## src/hw/rtl/ssd_pkg.sv

```systemverilog
// ----------------------------------------------------------------------------
// ssd_pkg
// Shared types and constants of the 3D segment-segment closest distance block.
// ----------------------------------------------------------------------------
package ssd_pkg;

   localparam int COORD_WIDTH_DEF     = 32;
   localparam int PARAM_FRAC_BITS_DEF = 16;
   localparam int FIELD_WIDTH         = 32;
   localparam int DIST_WIDTH          = 33;
   localparam int PARAM_WIDTH         = 17;
   localparam int MUL_CHUNK           = 16;

   typedef struct packed {
      logic signed [FIELD_WIDTH-1:0] first_start_x;
      logic signed [FIELD_WIDTH-1:0] first_start_y;
      logic signed [FIELD_WIDTH-1:0] first_start_z;
      logic signed [FIELD_WIDTH-1:0] first_end_x;
      logic signed [FIELD_WIDTH-1:0] first_end_y;
      logic signed [FIELD_WIDTH-1:0] first_end_z;
      logic signed [FIELD_WIDTH-1:0] second_start_x;
      logic signed [FIELD_WIDTH-1:0] second_start_y;
      logic signed [FIELD_WIDTH-1:0] second_start_z;
      logic signed [FIELD_WIDTH-1:0] second_end_x;
      logic signed [FIELD_WIDTH-1:0] second_end_y;
      logic signed [FIELD_WIDTH-1:0] second_end_z;
   } req_type;

   typedef struct packed {
      logic [DIST_WIDTH-1:0]  closest_distance;
      logic [PARAM_WIDTH-1:0] first_param;
      logic [PARAM_WIDTH-1:0] second_param;
   } rsp_type;

endpackage

```

## src/hw/rtl/ssd_mul.sv

```systemverilog
// ----------------------------------------------------------------------------
// ssd_mul
// Pipelined signed multiplier lanes: one partial product of A by a chunk of B
// per stage, with a sideband that travels alongside.
// ----------------------------------------------------------------------------
module ssd_mul #(
   parameter int N  = 1,
   parameter int WA = 33,
   parameter int WB = 33,
   parameter int WS = 1
) (
   input  logic                        clock,
   input  logic                        reset,
   input  logic                        enable,
   input  logic                        in_valid,
   input  logic [WS-1:0]               in_side,
   input  logic [N-1:0][WA-1:0]        in_a,
   input  logic [N-1:0][WB-1:0]        in_b,
   output logic                        out_valid,
   output logic [WS-1:0]               out_side,
   output logic [N-1:0][WA+WB-1:0]     out_p
);
   import ssd_pkg::*;

   localparam int NST = (WB + MUL_CHUNK - 1) / MUL_CHUNK;
   localparam int WP  = WA + WB;

   logic                  vld [NST+1];
   logic [WS-1:0]         sid [NST+1];
   logic [N-1:0][WA-1:0]  opa [NST+1];
   logic [N-1:0][WB-1:0]  opb [NST+1];
   logic [N-1:0][WP-1:0]  acc [NST+1];

   assign vld[0] = in_valid;
   assign sid[0] = in_side;
   assign opa[0] = in_a;
   assign opb[0] = in_b;
   assign acc[0] = '0;

   for (genvar k = 0; k < NST; k++) begin : g_stage
      logic                 vld_ff;
      logic [WS-1:0]        sid_ff;
      logic [N-1:0][WA-1:0] opa_ff;
      logic [N-1:0][WB-1:0] opb_ff;
      logic [N-1:0][WP-1:0] acc_ff;
      logic [N-1:0][WP-1:0] acc_in;

      for (genvar n = 0; n < N; n++) begin : g_lane
         logic signed [MUL_CHUNK:0]    chunk;
         logic signed [WA+MUL_CHUNK:0] pp;
         if (k < NST - 1) begin : g_low
            assign chunk = {1'b0, opb[k][n][MUL_CHUNK*k +: MUL_CHUNK]};
         end else begin : g_top
            assign chunk = (MUL_CHUNK+1)'($signed(opb[k][n][WB-1:MUL_CHUNK*k]));
         end
         assign pp        = $signed(opa[k][n]) * chunk;
         assign acc_in[n] = acc[k][n] + (WP'(pp) << (MUL_CHUNK * k));
      end

      always_ff @(posedge clock) begin
         if (reset) begin
            vld_ff <= 1'b0;
         end else if (enable) begin
            vld_ff <= vld[k];
         end
      end

      always_ff @(posedge clock) begin
         if (enable) begin
            sid_ff <= sid[k];
            opa_ff <= opa[k];
            opb_ff <= opb[k];
            acc_ff <= acc_in;
         end
      end

      assign vld[k+1] = vld_ff;
      assign sid[k+1] = sid_ff;
      assign opa[k+1] = opa_ff;
      assign opb[k+1] = opb_ff;
      assign acc[k+1] = acc_ff;
   end

   assign out_valid = vld[NST];
   assign out_side  = sid[NST];
   assign out_p     = acc[NST];

endmodule

```

## config.mk

```make
export PLATFORM = sky130hd
export DESIGN_NAME = ssd_mul
export DESIGN_NICKNAME = d
export VERILOG_FILES = /design/src/hw/rtl/ssd_pkg.sv /design/src/hw/rtl/ssd_mul.sv
export SDC_FILE = /design/constraint.sdc
export NUM_CORES = 2
export LEC_CHECK = 0
export ABC_AREA = 1
export BUFFER_PORTS_ARGS = -buffer_cell sky130_fd_sc_hd__buf_2
export CAP_MARGIN = 30
export CELL_PAD_IN_SITES_DETAIL_PLACEMENT = 1
export CELL_PAD_IN_SITES_GLOBAL_PLACEMENT = 1
export CORE_MARGIN = 4
export CORE_UTILIZATION = 50
export CTS_CLUSTER_SIZE = 8
export DETAILED_ROUTE_END_ITERATION = 10
export PLACE_DENSITY = 0.84
export REMOVE_ABC_BUFFERS = 1
export SLEW_MARGIN = 40
export SYNTH_ARGS = -nofsm -noshare
export SYNTH_HDL_FRONTEND = slang
export SYNTH_SLANG_ARGS = --single-unit
```

## constraint.sdc

```tcl
create_clock -name clock -period 10 [get_ports clock]
set_clock_uncertainty 0.1 [all_clocks]
set_input_delay 2 -clock clock [delete_from_list [all_inputs] [get_ports clock]]
set_output_delay 2 -clock clock [all_outputs]
set_load 0.1 [all_outputs]
```

# Word level (Yosys, flattened, before mapping)

Cells that the tools add are included.

Add/sub/neg operators: 2
Multipliers: 3

Operators with widths:

| operator                     | number |
|---|---|
| adder 66 bit                 | 2 |
| multiplier 33 x 17 -> 50 bit | 2 |
| multiplier 33 x 1 -> 34 bit  | 1 |

Register bits: 320
Output and inout bits: 68
Word-level logic and storage cells: 18

# Depth between registers and ports, before layout

Depth in word-level cells: 2
Gate-level depth with buffers: 40
Depth with buffers taken out: 38

# Least setup slack after synthesis

No wires, ideal clock.

Path type: input-to-reg
Start point: in in_a[25] in the netlist's numbering
End point: reg g_stage[0].acc_ff[46] in the netlist's numbering (data pin)
Library setup time: 253 ps
Data arrival time: 6,986 ps
Slack: 2,661 ps
Stages: 22
Buffers on the path: 2
Cell sequence: clkbuf_1 clkbuf_1 nand2_1 fa_1 inv_1 fa_1 inv_1 fa_1 fa_1 fa_1 inv_1 fa_1 ha_1 a21oi_1 nor2_1 nor2_1 a21boi_0 o21ai_0 nand2_1 nand3_1 nand2_1 nand2_1

RTL lines:

| what                 | RTL line      | source |
|---|---|---|
| from (decl)          | ssd_mul.sv:17 | `input logic [N-1:0][WA-1:0] in_a,` |
| to (signal assigned) | ssd_mul.sv:73 | `acc_ff <= acc_in;` |
| to (decl)            | ssd_mul.sv:45 | `logic [N-1:0][WP-1:0] acc_ff;` |

==> summary.md <==
| Metric | Value |
|---|---|
| Bufs on Longest Clock Path | `3` |
| Final Critical Period | `8.82 ns` |
| Post-Syn Area | `55000 um^2` |
| Fillers | `~14000` |
| Die width | `340 um` |
| Reg clk slew, reported paths | `0.05 ns` |
| Clk sinks | `between 200 and 300` |
| Yosys warnings | `0` |
| Most used cell, CP | `nand2_1` |
| Area of the multi-input gates | `around 38000 um^2` |
| Max cap viols | `0` |
| Reg area | `just over 8000 um^2` |
| Setup WS post-layout | `around 1.2 ns` |
| Met2 usage | `63.0%` |
| Non-filler cells, final | `~8500` |
| Slowest stage delay, CP | `roughly 0.84 ns` |
| Share of layout cells above drive strength 1 | `between 4 and 5%` |
| DRC Markers | `0` |
| Crit path launch type | `flop` |
| Post-CTS setup buffer count | `0` |
| Initial antenna violation count | `8` |
| # rows | `121` |
| Total track usage | `a little over a third` |
| Pre-CTS WS | `1.35 ns` |
| Status | `complete, no violations` |
| Via density | `between 5 and 6` |
| GR Util met1 | `41.2%` |
| Avg Inst Size Synth | `7.80 um^2` |
| Critical path data arrival time | `9.05 ns` |
| # port buffers | `between 100 and 150` |
| Critical path peak fanout | `18` |
| Crit path kind | `flop to flop` |
| Sequential fraction of the synthesis area | `14.8%` |
| Endpoints failing setup | `0` |
| Worst setup EP type | `flop` |
| Num CTS Buffers | `42` |
| Die height | `roughly 340 um` |
| Post-DP HPWL | `168000 um` |
| Final WL | `199000 um` |
| Fmax | `0.113 GHz` |
| Post-CTS Hold Buffers | `0` |
| First drt pass iteration count | `5` |
| Met3 GRT Util | `4.48%` |
| H-Tree Level Count | `2` |
| Layout Nets | `between 8000 and 9000` |
| Post-cts resize count | `0` |
| Cell variety after synth | `36` |
| Std-Cell Core Area | `109000 um^2` |
| Worst hold path type | `flop to flop` |
| Congestion Overflow GR | `0` |
| ANT nets after route | `0` |
| Die Area | `115000 um^2` |
| Final TNS setup | `0 ns` |
| Least-Margin Pin Slew | `~0.93 ns` |
| Initial core utilization | `approximately 50%` |
| Clk_lat worst skew | `0.60 ns` |
| Largest net degree at the start of global routing | `85` |
| Root Driver | `clkbuf_16` |
| Area growth syn-to-layout | `5.93%` |
| Routed len/inst | `between 20 and 25 um` |
| Most crowded layer after global routing | `met2` |
| Placer Congestion | `0.974` |
| Final worst path period share | `88.2%` |
| Synthesized instance count | `7053` |
| Slew Limit Fails | `0` |
| Relative slew slack | `a little under two fifths` |
| First-pass GRT wire length | `308000 um` |
| WP data required | `10.23 ns` |
| CP max stage cell | `edfxtp_1` |
| Placed Instances | `8402` |
| Vias | `46080` |
| RSZ-0062 raised after global routing | `no` |
| CTS tree | `built` |
| Initial drt markers | `between 2000 and 3000` |
| Vias in the first global route | `roughly 54000` |
| Number of synthesized register bits | `272` |
| Final number of hold-violating endpoints | `0` |
| Number of I/O pins | `139` |
critical path: cells and delay by family (launching register included):
| family | cells | cell delay (ns) |
|---|---|---|
| adder cells (fa/ha/maj) | 8 | 3.89 |
| buffers and inverters | 7 | 1.09 |
| flip-flops | 1 | 0.84 |
| AND/OR/NAND/NOR | 18 | 2.61 |
Yosys cell counts:
master	n	share of area [%]
nor4_2	3	0.068
o21bai_1	47	0.64
nor2_4	5	0.10
o21a_1	2	0.027
xor2_1	109	1.7
nor2_8	1	0.036
nand3_1	163	1.5
nor3_2	5	0.091
nor2_2	13	0.15
fa_1	1008	37
a21oi_1	236	2.1
a31oi_1	5	0.057
dfxtp_1	3	0.11
nand2_1	1861	13
edfxtp_1	269	15
ha_1	325	7.4
and2_1	4	0.045
xnor2_1	38	0.61
nand4_1	61	0.69
clkbuf_1	256	1.7
o21ai_0	133	1.2
a21boi_0	11	0.15
nor2_1	398	2.7
or2_2	3	0.034
or3b_2	2	0.032
nor4_1	1	0.011
buf_4	1	0.014
nand3b_1	7	0.096
o211ai_1	7	0.096
buf_1	4	0.027
buf_6	2	0.041
a21o_1	20	0.27
nand2_2	2	0.023
inv_1	2004	14
inv_2	3	0.020
nor3_1	41	0.37
logic make-up (layout without fill, tap and decap cells):
logic type,after synthesis,after routing,synth area share [%]
AND/OR/NAND/NOR,2570,2570,18.7
buffers and inverters,2270,2267,15.5
adder cells (fa/ha/maj),1333,1333,44.1
AO/OA/AOI/OAI,461,461,4.60
flip-flops,272,272,14.8
XOR/XNOR,147,147,2.34
other,0,2,0
metal layers:
layer / share of wire (%) / vias up
met5: 0.036 / -
met4: 5.7 / 10
met3: 5.6 / 596
met2: 51 / 1658
met1: 38 / 23457
li1: - / 20359
sequential cells by signal, summed over array words and instances (netlist names):
name and count:
g_stage.acc_ff 116, g_stage.opa_ff 66, out_p 66, g_stage.opb_ff 18, g_stage.sid_ff 2, g_stage.vld_ff 2
out_side 1, out_valid 1
cell type report:
cell class,count,area share (%)
Inverter,2007,12.9
Sequential cell,272,14.0
Tap cell,1414,3.04
Clock buffer,48,1.88
Clock inverter,9,0.193
Antenna cell,2,0.00859
Multi-Input combinational cell,4511,65.8
Timing Repair Buffer,203,2.21
stage by stage:
stage	instance area [um^2]	utilization [%]	hold WS, ns
2_1_floorplan	54000	-	0.300
3_3_place_gp	56800	52.1	0.302
3_5_place_dp	57000	52.3	0.305
4_1_cts	58200	53.4	0.317
5_1_grt	58300	53.4	0.321
6_report	58300	53.5	0.319
final timing paths:
check / startpoint / to / slack (ns) / cells after the start
hold reg to reg: g_stage[1].acc_ff[27] / out_p[27] / 0.32 / 0
setup / recovery: g_stage[0].opb_ff[21] / g_stage[1].acc_ff[64] / 1.18 / 33
hold / removal: g_stage[1].acc_ff[27] / out_p[27] / 0.32 / 0
setup reg to reg: g_stage[0].opb_ff[21] / g_stage[1].acc_ff[64] / 1.18 / 33
placed cells by master (no fill, tap or decap), types with 3 or more instances in the layout:
cell,count
buf_4,55
xnor2_1,38
o21ai_0,133
nand3b_1,7
inv_1,2004
buf_8,4
clkinv_2,4
dfxtp_1,3
clkbuf_16,43
o211ai_1,7
fa_1,1008
o21bai_1,47
buf_2,129
inv_2,3
edfxtp_1,269
a21boi_0,11
ha_1,325
a21oi_1,236
nand3_1,163
nand2_1,1861
nor3_1,41
a21o_1,20
or2_2,3
nand4_1,61
clkbuf_1,5
nor4_2,3
nor2_4,5
buf_6,15
a31oi_1,5
and2_1,4
xor2_1,109
nor2_2,13
nor3_2,5
nor2_1,398
Power is left out: the tool's default activity adds up to more than one toggle a clock period on the data nets, which glitch-free logic cannot reach.
